### src/rtl/ufp_pkg.sv
// Package of constants, types and helper functions for the UDP fragment frame parser.
package ufp_pkg;

  localparam int PayloadBytes      = 1024;
  localparam int FragmentsPerBatch = 256;
  localparam int HdrAt             = 42;
  localparam int HdrBytes          = 38;
  localparam int CapBytes          = 80;
  localparam int FrameBytes        = CapBytes + PayloadBytes;
  localparam int CntW              = $clog2(FrameBytes + 2);
  localparam int SlotShift         = $clog2(FragmentsPerBatch);

  localparam logic [31:0] CrcPoly = 32'h82f63b78;
  localparam logic [31:0] HdrMagic = 32'h44515249;

  localparam logic [CntW-1:0] FrameLen  = CntW'(FrameBytes);
  localparam logic [CntW-1:0] CntSat    = CntW'(FrameBytes + 1);
  localparam logic [CntW-1:0] HdrFirst  = CntW'(HdrAt);
  localparam logic [CntW-1:0] CrcFirst  = CntW'(HdrAt + 30);
  localparam logic [CntW-1:0] CrcLast   = CntW'(HdrAt + 33);
  localparam logic [CntW-1:0] HdrLast   = CntW'(HdrAt + HdrBytes - 1);

  localparam logic [0:0] CfgCheckEpoch    = 1'd0;
  localparam logic [0:0] CfgExpectedEpoch = 1'd1;

  typedef enum logic [4:0] {
    ST_OK        = 5'd0,
    ST_TRUNC     = 5'd1,
    ST_LENGTH    = 5'd2,
    ST_ETHERTYPE = 5'd3,
    ST_IPV4_HDR  = 5'd4,
    ST_FRAG      = 5'd5,
    ST_IP_LEN    = 5'd6,
    ST_NOT_UDP   = 5'd7,
    ST_UDP_LEN   = 5'd8,
    ST_MAGIC     = 5'd9,
    ST_VERSION   = 5'd10,
    ST_FLAGS     = 5'd11,
    ST_HDR_LEN   = 5'd12,
    ST_CRC       = 5'd13,
    ST_RESERVED  = 5'd14,
    ST_SLOT      = 5'd15,
    ST_ZERO_EP   = 5'd16,
    ST_EPOCH     = 5'd17,
    ST_PLEN      = 5'd18,
    ST_COUNT     = 5'd19,
    ST_SEQUENCE  = 5'd20
  } status_t;

  // Per-check failure flags, gathered as the bytes go past.
  typedef struct packed {
    logic ethertype;
    logic ipv4_hdr;
    logic frag;
    logic ip_len;
    logic not_udp;
    logic udp_len;
    logic magic;
    logic version;
    logic flags;
    logic hdr_len;
    logic reserved;
  } fails_t;

  // One frame's captured header, handed to the result stage.
  typedef struct packed {
    logic [CntW-1:0] count;
    fails_t          fails;
    logic [31:0]     crc_calc;
    logic [31:0]     crc_field;
    logic [15:0]     slot;
    logic [31:0]     batch;
    logic [63:0]     epoch;
    logic [31:0]     seq;
    logic [15:0]     plen;
    logic [15:0]     fcnt;
  } frame_t;

  function automatic logic [31:0] crc_byte(input logic [31:0] c, input logic [7:0] b);
    logic [31:0] v;
    v = c ^ {24'd0, b};
    for (int i = 0; i < 8; i++) begin
      v = v[0] ? ((v >> 1) ^ CrcPoly) : (v >> 1);
    end
    return v;
  endfunction

endpackage

### src/rtl/ufp_scan.sv
// Byte scanner: counts bytes, runs the header CRC and captures the frame fields.
module ufp_scan (
  input  logic                  clk,
  input  logic                  rst_n,
  input  logic                  take,
  input  logic [7:0]            data_byte,
  input  logic                  last_byte,
  output ufp_pkg::frame_t       frame
);
  import ufp_pkg::*;

  logic [CntW-1:0] cnt_r, cnt_nxt;
  logic [31:0]     crc_r, crc_nxt;
  fails_t          fails_r, fails_nxt;
  logic [31:0]     crcf_r, crcf_nxt;
  logic [15:0]     slot_r, slot_nxt, plen_r, plen_nxt, fcnt_r, fcnt_nxt;
  logic [31:0]     batch_r, batch_nxt, seq_r, seq_nxt;
  logic [63:0]     epoch_r, epoch_nxt;
  logic [7:0]      b;
  logic [7:0]      prev_r;

  assign b = data_byte;

  // Two-byte fields compare against the previous byte, which is held in prev_r.
  always_comb begin
    logic [6:0] p;
    p = (cnt_r < CntW'(CapBytes)) ? cnt_r[6:0] : 7'd127;
    cnt_nxt   = (cnt_r < CntSat) ? cnt_r + 1'b1 : cnt_r;
    crc_nxt   = crc_r;
    fails_nxt = fails_r;
    crcf_nxt  = crcf_r;
    slot_nxt  = slot_r;
    batch_nxt = batch_r;
    epoch_nxt = epoch_r;
    seq_nxt   = seq_r;
    plen_nxt  = plen_r;
    fcnt_nxt  = fcnt_r;
    if (cnt_r >= HdrFirst && cnt_r <= HdrLast) begin
      crc_nxt = crc_byte(crc_r, (cnt_r >= CrcFirst && cnt_r <= CrcLast) ? 8'd0 : b);
    end
    case (p)
      7'd13: fails_nxt.ethertype = ({prev_r, b} != 16'h0800);
      7'd14: fails_nxt.ipv4_hdr  = (b != 8'h45);
      7'd17: fails_nxt.ip_len    = ({prev_r, b} != 16'(FrameBytes - 14));
      7'd21: fails_nxt.frag      = (({prev_r, b} & 16'h3fff) != 16'd0);
      7'd23: fails_nxt.not_udp   = (b != 8'd17);
      7'd39: fails_nxt.udp_len   = ({prev_r, b} != 16'(FrameBytes - 34));
      7'd42: fails_nxt.magic     = (b != HdrMagic[31:24]);
      7'd43: fails_nxt.magic     = fails_r.magic | (b != HdrMagic[23:16]);
      7'd44: fails_nxt.magic     = fails_r.magic | (b != HdrMagic[15:8]);
      7'd45: fails_nxt.magic     = fails_r.magic | (b != HdrMagic[7:0]);
      7'd46: fails_nxt.version   = (b != 8'd1);
      7'd47: fails_nxt.flags     = (b != 8'd0);
      7'd49: fails_nxt.hdr_len   = ({prev_r, b} != 16'(HdrBytes));
      7'd50, 7'd51: slot_nxt = {slot_r[7:0], b};
      7'd52, 7'd53, 7'd54, 7'd55: batch_nxt = {batch_r[23:0], b};
      7'd56, 7'd57, 7'd58, 7'd59, 7'd60, 7'd61, 7'd62, 7'd63: epoch_nxt = {epoch_r[55:0], b};
      7'd64, 7'd65, 7'd66, 7'd67: seq_nxt = {seq_r[23:0], b};
      7'd68, 7'd69: plen_nxt = {plen_r[7:0], b};
      7'd70, 7'd71: fcnt_nxt = {fcnt_r[7:0], b};
      7'd72, 7'd73, 7'd74, 7'd75: crcf_nxt = {crcf_r[23:0], b};
      7'd76: fails_nxt.reserved  = (b != 8'd0);
      7'd77, 7'd78, 7'd79: fails_nxt.reserved = fails_r.reserved | (b != 8'd0);
      default: ;
    endcase
  end

  // The frame as it stands once this byte is included.
  always_comb begin
    frame.count     = cnt_nxt;
    frame.fails     = fails_nxt;
    frame.crc_calc  = ~crc_nxt;
    frame.crc_field = crcf_nxt;
    frame.slot      = slot_nxt;
    frame.batch     = batch_nxt;
    frame.epoch     = epoch_nxt;
    frame.seq       = seq_nxt;
    frame.plen      = plen_nxt;
    frame.fcnt      = fcnt_nxt;
  end

  // A frame never reaching a check leaves its flag clear, matching an all-zero capture.
  always_ff @(posedge clk) begin
    if (!rst_n || (take && last_byte)) begin
      cnt_r   <= '0;
      crc_r   <= '1;
      fails_r <= '0;
      crcf_r  <= '0;
      slot_r  <= '0;
      batch_r <= '0;
      epoch_r <= '0;
      seq_r   <= '0;
      plen_r  <= '0;
      fcnt_r  <= '0;
      prev_r  <= '0;
    end else if (take) begin
      cnt_r   <= cnt_nxt;
      crc_r   <= crc_nxt;
      fails_r <= fails_nxt;
      crcf_r  <= crcf_nxt;
      slot_r  <= slot_nxt;
      batch_r <= batch_nxt;
      epoch_r <= epoch_nxt;
      seq_r   <= seq_nxt;
      plen_r  <= plen_nxt;
      fcnt_r  <= fcnt_nxt;
      prev_r  <= b;
    end
  end

`ifndef ASSERT_OFF
  a_cnt_sat: assert property (@(posedge clk) disable iff (!rst_n) cnt_r <= CntSat)
    else $error("byte count beyond saturation");
  a_clear: assert property (@(posedge clk) disable iff (!rst_n)
      take && last_byte |=> cnt_r == '0 && crc_r == '1)
    else $error("frame state not cleared after last byte");
  a_step: assert property (@(posedge clk) disable iff (!rst_n)
      take && !last_byte && $past(rst_n) && cnt_r < CntSat |=> cnt_r == $past(cnt_r) + 1'b1)
    else $error("byte count did not advance");
`endif

endmodule

### src/rtl/ufp_judge.sv
// Result stage: picks the first failing check and registers the result request.
module ufp_judge (
  input  logic                  clk,
  input  logic                  rst_n,
  input  logic                  load,
  input  ufp_pkg::frame_t       frame,
  input  logic                  check_epoch,
  input  logic [63:0]           expected_epoch,
  input  logic                  out_ready,
  output logic                  out_valid,
  output logic [4:0]            out_status,
  output logic [15:0]           out_slot,
  output logic [31:0]           out_batch,
  output logic [63:0]           out_epoch,
  output logic [31:0]           out_sequence_res,
  output logic [15:0]           out_payload_length,
  output logic [15:0]           out_fragment_count
);
  import ufp_pkg::*;

  status_t     st;
  logic [31:0] seq_calc;
  logic        valid_r;
  status_t     st_r;
  logic [15:0] slot_r, plen_r, fcnt_r;
  logic [31:0] batch_r, seq_r;
  logic [63:0] epoch_r;

  // Multiplying by the fragments per batch is a shift for a power of two.
  assign seq_calc = (FragmentsPerBatch == (1 << SlotShift)) ?
                    ((frame.batch << SlotShift) + {16'd0, frame.slot}) :
                    (frame.batch * 32'(FragmentsPerBatch) + {16'd0, frame.slot});

  always_comb begin
    if (frame.count < FrameLen)                 st = ST_TRUNC;
    else if (frame.count != FrameLen)           st = ST_LENGTH;
    else if (frame.fails.ethertype)             st = ST_ETHERTYPE;
    else if (frame.fails.ipv4_hdr)              st = ST_IPV4_HDR;
    else if (frame.fails.frag)                  st = ST_FRAG;
    else if (frame.fails.ip_len)                st = ST_IP_LEN;
    else if (frame.fails.not_udp)               st = ST_NOT_UDP;
    else if (frame.fails.udp_len)               st = ST_UDP_LEN;
    else if (frame.fails.magic)                 st = ST_MAGIC;
    else if (frame.fails.version)               st = ST_VERSION;
    else if (frame.fails.flags)                 st = ST_FLAGS;
    else if (frame.fails.hdr_len)               st = ST_HDR_LEN;
    else if (frame.crc_field != frame.crc_calc) st = ST_CRC;
    else if (frame.fails.reserved)              st = ST_RESERVED;
    else if (frame.slot >= 16'(FragmentsPerBatch)) st = ST_SLOT;
    else if (frame.epoch == 64'd0)              st = ST_ZERO_EP;
    else if (check_epoch && frame.epoch != expected_epoch) st = ST_EPOCH;
    else if (frame.plen != 16'(PayloadBytes))   st = ST_PLEN;
    else if (frame.fcnt != 16'(FragmentsPerBatch)) st = ST_COUNT;
    else if (frame.seq != seq_calc)             st = ST_SEQUENCE;
    else                                        st = ST_OK;
  end

  always_ff @(posedge clk) begin
    if (!rst_n) begin
      valid_r <= 1'b0;
    end else if (load) begin
      valid_r <= 1'b1;
    end else if (out_ready) begin
      valid_r <= 1'b0;
    end
  end

  always_ff @(posedge clk) begin
    if (load) begin
      st_r <= st;
      // Envelope failures report no header fields.
      if (st >= ST_TRUNC && st <= ST_UDP_LEN) begin
        slot_r  <= '0;
        batch_r <= '0;
        epoch_r <= '0;
        seq_r   <= '0;
        plen_r  <= '0;
        fcnt_r  <= '0;
      end else begin
        slot_r  <= frame.slot;
        batch_r <= frame.batch;
        epoch_r <= frame.epoch;
        seq_r   <= frame.seq;
        plen_r  <= frame.plen;
        fcnt_r  <= frame.fcnt;
      end
    end
  end

  assign out_valid          = valid_r;
  assign out_status         = st_r;
  assign out_slot           = slot_r;
  assign out_batch          = batch_r;
  assign out_epoch          = epoch_r;
  assign out_sequence_res   = seq_r;
  assign out_payload_length = plen_r;
  assign out_fragment_count = fcnt_r;

`ifndef ASSERT_OFF
  a_hold: assert property (@(posedge clk) disable iff (!rst_n)
      out_valid && !out_ready && !load |=> out_valid && $stable(st_r))
    else $error("result request changed while stalled");
  a_env_zero: assert property (@(posedge clk) disable iff (!rst_n)
      out_valid && st_r >= ST_TRUNC && st_r <= ST_UDP_LEN |-> slot_r == '0 && epoch_r == '0)
    else $error("envelope failure carries header fields");
  a_range: assert property (@(posedge clk) disable iff (!rst_n)
      out_valid |-> st_r <= ST_SEQUENCE)
    else $error("status out of range");
`endif

endmodule

### src/rtl/udp_fragment_header_frame_parser.sv
// Top level of the UDP fragment header frame parser.
// Takes an Ethernet frame one byte per request, with last_byte marking the final byte, and
// returns one result request per frame: the first failing check in status code order and the
// decoded header fields. A byte is accepted every cycle; the result appears in the cycle after the
// last byte and is held in an output register, so the next frame's bytes keep flowing while it
// waits. Throughput is set by the single CRC-32C byte step per cycle in the scanner. Input is
// stalled only when a result is waiting and another last byte arrives.
module udp_fragment_header_frame_parser (
  input  logic        clk,
  input  logic        rst_n,
  input  logic        in_valid,
  output logic        in_ready,
  input  logic [7:0]  in_data_byte,
  input  logic        in_last_byte,
  output logic        out_valid,
  input  logic        out_ready,
  output logic [4:0]  out_status,
  output logic [15:0] out_slot,
  output logic [31:0] out_batch,
  output logic [63:0] out_epoch,
  output logic [31:0] out_sequence_res,
  output logic [15:0] out_payload_length,
  output logic [15:0] out_fragment_count,
  input  logic        cfg_we,
  input  logic [0:0]  cfg_index,
  input  logic [63:0] cfg_data
);
  import ufp_pkg::*;

  logic        take;
  logic        check_epoch_r;
  logic [63:0] expected_epoch_r;
  frame_t      frame;

  // A last byte can only land once the output register is free or being emptied.
  assign in_ready = !in_last_byte || !out_valid || out_ready;
  assign take     = in_valid && in_ready;

  always_ff @(posedge clk) begin
    if (!rst_n) begin
      check_epoch_r    <= 1'b0;
      expected_epoch_r <= '0;
    end else if (cfg_we) begin
      case (cfg_index)
        CfgCheckEpoch:    check_epoch_r    <= cfg_data[0];
        CfgExpectedEpoch: expected_epoch_r <= cfg_data;
        default: ;
      endcase
    end
  end

  ufp_scan u_scan (
    .clk       (clk),
    .rst_n     (rst_n),
    .take      (take),
    .data_byte (in_data_byte),
    .last_byte (in_last_byte),
    .frame     (frame)
  );

  ufp_judge u_judge (
    .clk                (clk),
    .rst_n              (rst_n),
    .load               (take && in_last_byte),
    .frame              (frame),
    .check_epoch        (check_epoch_r),
    .expected_epoch     (expected_epoch_r),
    .out_ready          (out_ready),
    .out_valid          (out_valid),
    .out_status         (out_status),
    .out_slot           (out_slot),
    .out_batch          (out_batch),
    .out_epoch          (out_epoch),
    .out_sequence_res   (out_sequence_res),
    .out_payload_length (out_payload_length),
    .out_fragment_count (out_fragment_count)
  );

`ifndef ASSERT_OFF
  a_no_overrun: assert property (@(posedge clk) disable iff (!rst_n)
      take && in_last_byte |-> !out_valid || out_ready)
    else $error("result overwritten before it was taken");
  a_body_flow: assert property (@(posedge clk) disable iff (!rst_n)
      in_valid && !in_last_byte |-> in_ready)
    else $error("frame body stalled");
  a_cfg: assert property (@(posedge clk) disable iff (!rst_n)
      cfg_we && cfg_index == CfgExpectedEpoch |=> expected_epoch_r == $past(cfg_data))
    else $error("expected epoch not written");
`endif

endmodule
### config.mk
export PLATFORM = sky130hd
export DESIGN_NAME = udp_fragment_header_frame_parser
export DESIGN_NICKNAME = d
export VERILOG_FILES = /design/src/rtl/ufp_pkg.sv /design/src/rtl/ufp_scan.sv /design/src/rtl/ufp_judge.sv /design/src/rtl/udp_fragment_header_frame_parser.sv
export SDC_FILE = /design/constraint.sdc
export NUM_CORES = 1
export LEC_CHECK = 0
export ABC_AREA = 0
export ABC_CLOCK_PERIOD_IN_PS = 9900
export BUFFER_PORTS_ARGS = -buffer_cell sky130_fd_sc_hd__buf_4
export CAP_MARGIN = 0
export CORE_MARGIN = 2
export CORE_UTILIZATION = 25
export CTS_CLUSTER_SIZE = 25
export DETAILED_ROUTE_END_ITERATION = 10
export HOLD_SLACK_MARGIN = 0.02
export PLACE_DENSITY = 0.49
export SKIP_LAST_GASP = 1
export SYNTH_ARGS = -nofsm -noshare
export SYNTH_HDL_FRONTEND = slang
export SYNTH_SLANG_ARGS = --single-unit
### constraint.sdc
create_clock -name clk -period 9.9 [get_ports clk]
set_input_delay 1.98 -clock clk [delete_from_list [all_inputs] [get_ports clk]]
set_output_delay 1.98 -clock clk [all_outputs]
set_load 0.005 [all_outputs]
### Word-level counts from Yosys, hierarchy flattened

Cells that the tools add are included.
W data, S select, Z words.

* logic and storage cells: 196
* output and inout port bits: 183
* input port bits: 79
* register bits after elaboration: 517

* $add $sub $neg: 2
* reductions and logical operators: 26
* equality and inequality tests: 60
* bitwise gates (word level): 15
* order comparisons: 10
* muxes and demuxes: 52

Operators by type and width (number)
* $mux W32: 12
* $eq A7 B6 Y1 const B: 22
* $not A16 Y17: 8
* $eq A7 B7 Y1 const B: 16
* $mux W5: 20
* $logic_not A64 Y1: 1
* $mux W64: 1
* $ne A32 B32 Y1: 2
* $ne A64 B64 Y1: 1
* $mux W16: 3
* $ne A16 B11 Y1 const B: 3
* $ne A8 B7 Y1 const B: 5
* $add A32 B16 Y32: 1
* $not A32 Y32: 1
* $xor A32 B8 Y32: 1
* $le A11 B7 Y1 const B: 2
* $lt A11 B11 Y1 const B: 2
* $eq A7 B5 Y1 const B: 3
* $ge A16 B9 Y1 const B: 1
* $ne A16 B12 Y1 const B: 1
* $ne A16 B6 Y1 const B: 1
* $ne A16 B9 Y1 const B: 1
* $reduce_bool A16 Y1: 1
* $eq A7 B4 Y1 const B: 2
* 27 further kinds: 54

### Longest topological paths before layout

Gate-level depths: netlist (run 1).

* word-level depth: 38
* depth in mapped cells: 23
* gate-level depth less buffers: 17

### Cells and area by module

From an unflattened synthesis (run 1), not the netlist that was laid out.

* cells, all modules: 2751
* area total of the unflattened synthesis: 26052.5 um2

By module, submodules not included
* ufp_scan: instances 1, seq. area each 5405.2 um2, area each 14216.1 um2, cells an instance 1712
* ufp_judge: instances 1, seq. area each 5455.2 um2, area each 9295.2 um2, cells an instance 738
* udp_fragment_header_frame_parser: instances 1, seq. area each 1301.2 um2, area each 2541.2 um2, cells an instance 301

### Least setup slack after synthesis (run 1)

OpenSTA, ideal clock, no wires.

* path type: input to register
* start: in out_ready
* end: reg u_scan.cnt_r[0]
* required time: 9.772 ns
* stages: 7
* data arrival time: 7.497 ns
* buffers on the path: 2
* setup time: 0.128 ns
* path slack: 2.276 ns
* cell sequence: nor2b_1 > nand2_1 > and3_1 > nand2b_1 > clkbuf_1 > clkbuf_1 > nor2_1

* cells in the longest elaborated chain, start to end: 4

Ends and longest elaborated chain
* start: declaration: line udp_fragment_header_frame_parser.sv:16 `input logic out_ready,`
* $logic_or A1 B1 Y1: line udp_fragment_header_frame_parser.sv:36 `assign in_ready = !in_last_byte || !out_valid || out_ready;`
* net in_ready: line udp_fragment_header_frame_parser.sv:12 `output logic in_ready,`
* $logic_and A1 B1 Y1: line udp_fragment_header_frame_parser.sv:37 `assign take = in_valid && in_ready;`
* $logic_and A1 B1 Y1
* net u_judge.load: line ufp_judge.sv:5 `input logic load,`
* $logic_or A1 B1 Y1: line ufp_scan.sv:84 `if (!rst_n || (take && last_byte)) begin`
* end signal: assignment: line ufp_scan.sv:97 `cnt_r <= cnt_nxt;`
* end: declaration: line ufp_scan.sv:12 `logic [CntW-1:0] cnt_r, cnt_nxt;`

The timed path passes the listed nets, and every way through them passes these cells.
A chain may end at the register's enable or synchronous reset.

==> results of run 1 <==
==> layout by cell type, fill, tap and decap left out, types with 13 or more instances in the layout <==
cell / instances
nor3_1: 37
clkbuf_1: 19
nand3_1: 32
o211ai_1: 34
a31oi_1: 13
xor2_1: 63
o21ai_0: 31
edfxtp_1: 181
buf_4: 293
a211oi_1: 36
nand4_1: 41
nand2b_1: 18
nand2_1: 816
clkbuf_16: 70
a21boi_0: 70
inv_1: 78
a21oi_1: 352
nor2b_1: 22
nor4_1: 53
xnor3_1: 35
mux2i_1: 93
xnor2_1: 112
dfxtp_1: 336
a41oi_1: 14
a221oi_1: 13
nor2_1: 214
o22ai_1: 33
==> path summary, 6_finish.rpt <==
kind / start / end / slack (ps) / cells past startpoint
setup / recovery: u_scan.cnt_r[7] / u_judge.out_status[2] / 3090 / 16
hold / removal: u_scan.seq_r[28] / u_scan.seq_r[28] / 450 / 2
setup reg to reg: u_scan.cnt_r[7] / u_judge.out_status[2] / 3090 / 16
hold reg to reg: u_scan.seq_r[28] / u_scan.seq_r[28] / 450 / 2
==> critical path, stage by stage, from the launching register on <==
cell and delay, ps:
dfxtp_1 400, nor3_1 870, nand3_1 910, mux2i_1 630, inv_1 90, ha_1 370
or3_1 150, a31oi_1 110, nor2_1 180, a21boi_0 350, or2_2 190, nand4_1 100
or4_1 490, a2111oi_1 1030, a21boi_0 300, o31ai_1 280, a21oi_1 110
==> final cells by class <==
class | count | share of cell area
Timing Repair Buffer | 295 | 0.0672
Clock inverter | 25 | 0.00935
Tap cell | 1488 | 0.0559
Clock buffer | 95 | 0.0572
Multi-Input combinational cell | 2424 | 0.437
Sequential cell | 517 | 0.365
Inverter | 80 | 0.00901
==> kinds of logic after synthesis <==
logic type      after synthesis
compound gates              734
xor+xnor                    218
fa+ha+maj                    10
buf+inv                     328
flops                       517
mux                         103
simple gates               1359
==> layer usage <==
metal  vias to the layer above  routed length (um)
li1                      11700                   -
met1                     12000               50300
met2                       831               52600
met3                       166                6230
met4                         2                2960
met5                         -                  13
==> registers in the layout, summed over array words and instances, names as in the netlist, 5 cells and up <==
signal	count
u_scan.prev_r	8
expected_epoch_r	64
u_judge.out_status	5
u_scan.batch_r	32
u_scan.slot_r	16
u_judge.out_payload_length	16
u_judge.out_slot	16
u_scan.crc_r	32
u_scan.cnt_r	11
u_scan.crcf_r	32
u_judge.out_sequence_res	32
u_scan.epoch_r	64
u_judge.out_epoch	64
u_scan.plen_r	16
u_judge.out_batch	32
u_scan.seq_r	32
u_scan.fails_r	11
u_scan.fcnt_r	16
u_judge.out_fragment_count	16
==> where the power goes <==
| part | leakage [nW] | switching [mW] | internal [mW] |
|---|---|---|---|
| clock network | 1.08 | 1.00 | 1.48 |
| registers | 4.32 | 0.0603 | 2.25 |
| logic | 6.73 | 0.348 | 0.261 |
==> stage by stage <==
step                      worst slack [ps]  utilization
after floorplan                       2280            -
after global placement                3220        0.281
after detailed placement              3230        0.281
after CTS                             3230        0.301
after global routing                  2690        0.301
final                                 3090        0.301
==> flow_metrics.py, run 1 <==
metrics = {
    "status": {
        "status": "finished, final reports clean",
    },
    "clock_tree": {
        "clkTransAtPathRegs_ps": 60,
        "clk_latency_ps": 630,
        "cts_resized": 0,
        "clockBufferDepth": 3,
        "cts_root_buffer": "clkbuf_16",
        "postCtsSetupRepairBufs": 0,
        "cts.sinks": 517,
        "htree_num_levels": 3,
        "cts_buffers": 66,
        "cts_tree": "yes",
        "postCtsHoldBufs": 0,
    },
    "timing": {
        "final_hold_viol_count": 0,
        "hold_slack_ps": 453,
        "worst_slew_pin_slew_ps": 1150,
        "finalSetupViolCount": 0,
        "rsz0062_at_grt": "no",
        "slew_headroom": 0.232,
        "finalCritPeriodShare": 0.688,
        "fin_tns_setup_ps": 0,
        "fin_skew_ps": 30.3,
        "finalWorstPathRequiredPeriod_ps": 6810,
        "fmax_ghz": 0.147,
        "maxSlewViolCount": 0,
    },
    "setup_path": {
        "crit_arrival_ps": 7180,
        "critPathCaptureType": "register",
        "crit_required_ps": 10280,
        "crit_path_max_fanout": 16,
        "crit_type": "register to register",
        "startpoint_type": "register",
    },
    "place": {
        "dp.cells": 4804,
        "io_buffers": 261,
        "dp_hpwl_um": 80100,
        "gp_congestion": 0.969,
        "dpl_cell_area_um2": 31100,
    },
    "floorplanning": {
        "start_util": 0.252,
        "rows": 122,
        "boundaryPins": 262,
        "die-area_um2": 114000,
        "die_y_um": 338,
        "die_w_um": 338,
        "core_area_um2": 111000,
    },
    "cells_and_area": {
        "seq_area_um2": 12200,
        "post-route-cell-area_um2": 33300,
        "diodes": 0,
        "multi_input_area_um2": 14500,
        "area_growth_pct": 19.5,
        "nFillCells": 11800,
        "stdcell_count": 4924,
        "layout.nets": 3473,
        "drive_above_1_share": 0.136,
    },
    "grt": {
        "grt_max_degree": 176,
        "grtUsageMet3": 0.0291,
        "grt_pass1_wl_um": 163000,
        "grt_overflow": 0,
        "grt_pass1_vias": 23500,
        "busiest_layer": "met2",
        "grtUsageMet1": 0.261,
        "track_usage": 0.191,
        "antenna_found_initial": 2,
        "grt_util_met2": 0.314,
    },
    "synthesis": {
        "ys.flop_type": "dfxtp_1",
        "synth_commonest_cells": "nand2_1 (820), a21oi_1 (352), dfxtp_1 (336)",
        "synth-xor-area-share": 0.0895,
        "synth_compound_area_frac": 0.172,
        "yosysUniqueCellTypes": 91,
        "yosys.area_share.simple": 0.215,
        "synth-seq-area-share": 0.436,
        "synth_edf_count": 181,
        "synth.top_cell.area_share": 0.241,
        "ys_async_sr_fraction": 0,
        "postSynthCellCount": 3269,
        "synthMuxAreaShare": 0.0374,
        "synth_top_area_cell": "dfxtp_1",
        "synth_top_family_by_area": "simple AND/OR/NAND/NOR gates",
        "synth_warnings": 0,
        "ys_seq_elements": 517,
        "syn-num-nets": 3358,
        "synth_fa_ha_area_frac": 0.00476,
        "yosysMostFrequentCell": "nand2_1",
        "netlist_area_um2": 27900,
        "syn_area_per_cell_um2": 8.53,
        "synthTopCellsByArea": "dfxtp_1 (24%), edfxtp_1 (19%), nand2_1 (11%)",
    },
    "route": {
        "post_drt_via_cell_ratio": 5.02,
        "drc": 0,
        "antenna_left": 0,
        "wirelength_um": 112000,
        "vias": 24700,
        "drt-pass1-iter-count": 5,
        "drtIter0Drc": 2023,
        "wl_per_cell_um": 22.8,
    },
    "worst_hold_path": {
        "hold_path_class": "register to register",
    },
    "power": {
        "powerDensity_nw_per_um2": 162,
        "p_total_mw": 5.41,
        "leakagePower_nw": 12.1,
        "ir_worst_vdd_v": 0.000105,
    },
    "flow_run": {
        "maxCapViolCount": 0,
    },
}
Note: power is estimated with default switching activity, not from simulation.
==> inputs of run 2 (changes only) <==
--- a/config.mk
+++ b/config.mk
@@ -6,7 +6,7 @@
 export NUM_CORES = 1
 export LEC_CHECK = 0
 export ABC_AREA = 0
-export ABC_CLOCK_PERIOD_IN_PS = 9900
+export ABC_CLOCK_PERIOD_IN_PS = 5600
 export BUFFER_PORTS_ARGS = -buffer_cell sky130_fd_sc_hd__buf_4
 export CAP_MARGIN = 0
 export CORE_MARGIN = 2
@@ -14,7 +14,7 @@
 export CTS_CLUSTER_SIZE = 25
 export DETAILED_ROUTE_END_ITERATION = 10
 export HOLD_SLACK_MARGIN = 0.02
-export PLACE_DENSITY = 0.49
+export PLACE_DENSITY = 0.51
 export SKIP_LAST_GASP = 1
 export SYNTH_ARGS = -nofsm -noshare
 export SYNTH_HDL_FRONTEND = slang
==> constraint.sdc (replaced) <==
create_clock -name clk -period 5.6 [get_ports clk]
set_input_delay 1.12 -clock clk [delete_from_list [all_inputs] [get_ports clk]]
set_output_delay 1.12 -clock clk [all_outputs]
set_load 0.005 [all_outputs]
==> flow_metrics.py, run 2 (same netlist as run 1, synthesis figures left out) <==
metrics = {
    "floorplanning": {
        "rows": 122,
        "boundaryPins": 262,
        "start_util": 0.252,
        "core_area_um2": 111000,
        "die_y_um": 338,
        "die_w_um": 338,
        "die-area_um2": 114000,
    },
    "cells_and_area": {
        "drive_above_1_share": 0.157,
        "nFillCells": 11800,
        "layout.nets": 3541,
        "final_cell_mix": "nand2_1 (816), buf_4 (362), a21oi_1 (352), dfxtp_1 (336), nor2_1 (213)",
        "layout_commonest_cell": "nand2_1",
        "area_growth_pct": 21.1,
        "diodes": 0,
        "final_core_util": 0.305,
    },
    "timing": {
        "rsz0062_at_grt": "no",
        "finalSetupViolCount": 0,
        "fmax_ghz": 0.189,
        "hold_slack_ps": 453,
        "maxSlewViolCount": 0,
        "worst_slew_pin_slew_ps": 1170,
        "finalWorstPathRequiredPeriod_ps": 5280,
        "fin_skew_ps": 32.1,
        "setup_slack_ps": 322,
        "fin_tns_setup_ps": 0,
        "finalCritPeriodShare": 0.942,
        "slew_headroom": 0.218,
        "final_hold_viol_count": 0,
    },
    "route": {
        "wl_per_cell_um": 22.7,
        "drt-pass1-iter-count": 5,
        "drc": 0,
        "post_drt_via_cell_ratio": 5.02,
        "vias": 25000,
        "wirelength_um": 114000,
        "antenna_left": 0,
        "drtIter0Drc": 2317,
    },
    "grt": {
        "antenna_found_initial": 1,
        "track_usage": 0.194,
        "grt_pass1_vias": 24500,
        "grt_overflow": 0,
        "grt_pass1_wl_um": 166000,
        "grt_max_degree": 69,
    },
    "clock_tree": {
        "clkTransAtPathRegs_ps": 70,
        "clk_latency_ps": 680,
        "cts.sinks": 517,
        "htree_num_levels": 2,
        "cts_resized": 0,
        "cts_root_buffer": "clkbuf_16",
        "cts_buffers": 61,
        "postCtsHoldBufs": 0,
        "cts_tree": "yes",
        "clockBufferDepth": 3,
        "postCtsSetupRepairBufs": 0,
    },
    "setup_path": {
        "crit_type": "register to register",
        "crit_arrival_ps": 5820,
        "cp_slowest_cell": "or4_4",
        "startpoint_type": "register",
        "path_delay_family": "simple AND/OR/NAND/NOR gates",
        "crit_path_cell_trace": "or4_4 > o41ai_2 > and2_1 > xnor3_1 > xnor3_1 > a221oi_1 > o2111ai_1 > nor4_2 > o2111ai_1 > nor4_1 > and3_1",
        "critPathCaptureType": "register",
        "crit_required_ps": 6150,
        "critPathBufInv": 0,
        "crit_path_max_fanout": 25,
        "max_stage_delay_ps": 800,
    },
    "place": {
        "io_buffers": 261,
        "gp_congestion": 0.937,
        "place_ws_ps": 423,
        "dp_hpwl_um": 83500,
    },
    "worst_hold_path": {
        "hold_path_class": "register to register",
    },
    "power": {
        "p_total_mw": 9.33,
        "ir_worst_vdd_v": 0.000266,
        "powerDensity_nw_per_um2": 276,
        "leakagePower_nw": 12.4,
    },
    "flow_run": {
        "maxCapViolCount": 0,
    },
    "status": {
        "status": "finished, final reports clean",
    },
}
-- run 2: cell types whose count changed in the layout (fill, tap and decap cells not counted), sizes merged --
cell      change
clkinv        +8
buf          +73
clkinvlp      +6
bufinv        +1
inv           +3
clkbuf       -23
-- run 2: layout make-up --
| class | count | area (um2) | area share |
|---|---|---|---|
| Clock buffer | 72 | 1640 | 0.0486 |
| Clock inverter | 43 | 413 | 0.0122 |
| Inverter | 80 | 300 | 0.00889 |
| Multi-Input combinational cell | 2424 | 14600 | 0.431 |
| Sequential cell | 517 | 12200 | 0.360 |
| Tap cell | 1488 | 1860 | 0.0551 |
| Timing Repair Buffer | 368 | 2840 | 0.0840 |
-- run 2: power breakdown --
part	internal, mW	switching [mW]
logic	0.491	0.636
registers	3.98	0.0943
clock network	2.38	1.75
-- run 2: worst paths after layout --
| kind | slack (ps) | to | cells after the start | startpoint |
|---|---|---|---|---|
| min reg2reg | 450 | u_scan.batch_r[24] | 2 | u_scan.batch_r[24] |
| max reg2reg | 320 | u_judge.out_status[4] | 11 | u_scan.cnt_r[10] |
| min | 450 | u_scan.batch_r[24] | 2 | u_scan.batch_r[24] |
| max | 320 | u_judge.out_status[4] | 11 | u_scan.cnt_r[10] |
-- run 2: worst register-to-register path: stages (launching register included) --
cell and delay, ps:
dfxtp_1 440, or4_4 800, o41ai_2 560, and2_1 600, xnor3_1 370, xnor3_1 430
a221oi_1 310, o2111ai_1 180, nor4_2 380, o2111ai_1 310, nor4_1 560, and3_1 230
-- run 2: per-layer routing --
layer	share of wire	track usage	vias up
met1	0.44	0.257	12200
met2	0.47	0.323	865
met3	0.056	0.0285	188
met4	0.030	0.0623	0
met5	0	0	-
li1	-	-	11800
-- run 2: per-stage QoR --
| stage | std cells | cell area, um2 |
|---|---|---|
| after floorplan | 3269 | 27900 |
| after global placement | 4877 | 31700 |
| after detailed placement | 4877 | 31700 |
| after CTS | 4992 | 33800 |
| after global routing | 4992 | 33800 |
| final | 4992 | 33800 |
==> inputs of run 3 (changes only) <==
--- a/config.mk
+++ b/config.mk
@@ -13,6 +13,7 @@
 export CORE_UTILIZATION = 25
 export CTS_CLUSTER_SIZE = 25
 export DETAILED_ROUTE_END_ITERATION = 10
+export GPL_TIMING_DRIVEN = 0
 export HOLD_SLACK_MARGIN = 0.02
 export PLACE_DENSITY = 0.51
 export SKIP_LAST_GASP = 1
==> flow_metrics.py, run 3 (same netlist as run 1, synthesis figures left out) <==
metrics = {
    "setup_path": {
        "crit_type": "register to register",
        "max_stage_delay_ps": 610,
        "crit_path_cell_trace": "ha_1 > and3b_1 > clkbuf_1 > o41ai_2 > nor2_2 > xnor3_1 > xnor3_1 > a221oi_1 > o2111ai_1 > nor4_2 > nor2_1 > or4b_1 > a211oi_4",
        "crit_required_ps": 6040,
        "crit_path_max_fanout": 10,
        "crit_top_cell": "xnor3_1",
        "crit_arrival_ps": 5970,
        "critPathCaptureType": "register",
        "startpoint_type": "register",
        "cp_slowest_cell": "o41ai_2",
    },
    "route": {
        "wirelength_um": 118000,
        "vias": 26000,
        "post_drt_via_cell_ratio": 5.06,
        "drtIter0Drc": 2269,
        "wl_per_cell_um": 23.0,
        "drt-pass1-iter-count": 5,
        "antenna_left": 0,
        "drc": 0,
    },
    "power": {
        "ir_worst_vdd_v": 0.000235,
        "swShare": 0.266,
        "leakagePower_nw": 12.4,
        "intPower_mw": 6.94,
        "p_total_mw": 9.45,
        "powerDensity_nw_per_um2": 277,
        "p_sw_mw": 2.51,
        "combPwrFrac": 0.121,
        "power_frac_clock": 0.449,
        "seqPwrFrac": 0.430,
    },
    "timing": {
        "maxSlewViolCount": 0,
        "fmax_ghz": 0.181,
        "rsz0062_at_grt": "yes",
        "fin_tns_setup_ps": 0,
        "slew_headroom": 0.163,
        "finalCritPeriodShare": 0.988,
        "finalSetupViolCount": 0,
        "finalWorstPathRequiredPeriod_ps": 5530,
        "worst_slew_pin_slew_ps": 1260,
        "final_hold_viol_count": 0,
        "fin_skew_ps": 36.7,
    },
    "worst_hold_path": {
        "hold_path_class": "register to register",
    },
    "grt": {
        "antenna_found_initial": 3,
        "grt_pass1_vias": 24800,
        "track_usage": 0.202,
        "grt_overflow": 0,
        "grt_max_degree": 65,
        "grt_pass1_wl_um": 171000,
    },
    "clock_tree": {
        "clockBufferDepth": 3,
        "postCtsHoldBufs": 0,
        "clkTransAtPathRegs_ps": 60,
        "htree_num_levels": 2,
        "cts_buffers": 61,
        "cts_root_buffer": "clkbuf_16",
        "cts_tree": "yes",
        "cts.sinks": 517,
        "clk_latency_ps": 690,
    },
    "status": {
        "status": "finished, final reports clean",
    },
    "flow_run": {
        "maxCapViolCount": 0,
    },
    "cells_and_area": {
        "seq_area_um2": 12200,
        "nFillCells": 11800,
        "stdcell_count": 5135,
        "multi_input_area_um2": 14600,
        "layout.nets": 3680,
        "final_core_util": 0.308,
        "final_cell_mix": "nand2_1 (820), a21oi_1 (344), dfxtp_1 (335), buf_4 (262), nor2_1 (215)",
        "layout_commonest_cell": "nand2_1",
        "drive_above_1_share": 0.134,
        "area_growth_pct": 22.3,
    },
    "floorplanning": {
        "die-area_um2": 114000,
        "rows": 122,
        "core_area_um2": 111000,
        "boundaryPins": 262,
        "die_y_um": 338,
        "die_w_um": 338,
        "start_util": 0.252,
    },
    "place": {
        "dp.cells": 5020,
        "dp_hpwl_um": 90500,
        "io_buffers": 259,
        "gp_congestion": 0.964,
    },
}
run 3: layout make-up:
cell class | instances | share of cell area
Multi-Input combinational cell | 2424 | 0.429
Sequential cell | 517 | 0.357
Timing Repair Buffer | 265 | 0.0598
Tap cell | 1488 | 0.0546
Clock buffer | 73 | 0.0485
Buffer | 242 | 0.0289
Clock inverter | 43 | 0.0136
Inverter | 80 | 0.00880
Antenna cell | 3 | 0.000220
run 3: power groups by stage:
stage               clock (mW)  sequential, mW  combinational, mW
detailed placement           0            4.15               1.12
global placement             0            4.16               1.12
CTS                       4.34            4.07               1.13
floorplan                    0            4.12              0.681
global route              4.48            4.08               1.22
finish                    4.24            4.07               1.14
run 3: worst max-delay path: cells and delay by family (launching register included):
family                   cells  cell delay, ps
AO/OA/AOI/OAI                4            1660
AND/OR/NAND/NOR              5            1470
XOR/XNOR                     2            1060
flip-flops                   1             450
adder cells (fa/ha/maj)      1             320
buffers and inverters        1             300
run 3: worst paths after layout:
path                                       start               endpoint  slack, ps  depth (start not counted)
worst max-delay path             u_scan.cnt_r[0]  u_judge.out_status[1]         70                         13
worst min-delay path            u_scan.seq_r[25]       u_scan.seq_r[25]        460                          2
worst max register to register   u_scan.cnt_r[0]  u_judge.out_status[1]         70                         13
worst min register to register  u_scan.seq_r[25]       u_scan.seq_r[25]        460                          2
run 3: routing by layer:
layer,vias to the layer above,track usage,routed length (um)
li1,12100,-,-
met5,-,0,13
met1,12600,0.271,51400
met3,217,0.0265,7580
met2,1017,0.330,54700
met4,2,0.0739,4240
run 3: timing repair:
| action | 4_1_cts | 5_1_grt |
|---|---|---|
| buffers inserted | 2 | 0 |
| pin swaps | 1 | 0 |
| setup endpoints to repair | 44 | 44 |
| resized for setup | 47 | 29 |
run 3: per-stage QoR:
step,setup WS (ps),hold slack (ps),area [um2]
floorplan,42.3,433,27900
CTS,-4.99,455,34100
finish,67.1,455,34100
global placement,-3110,443,31700
detailed placement,-1970,447,31800
global route,-144,474,34100
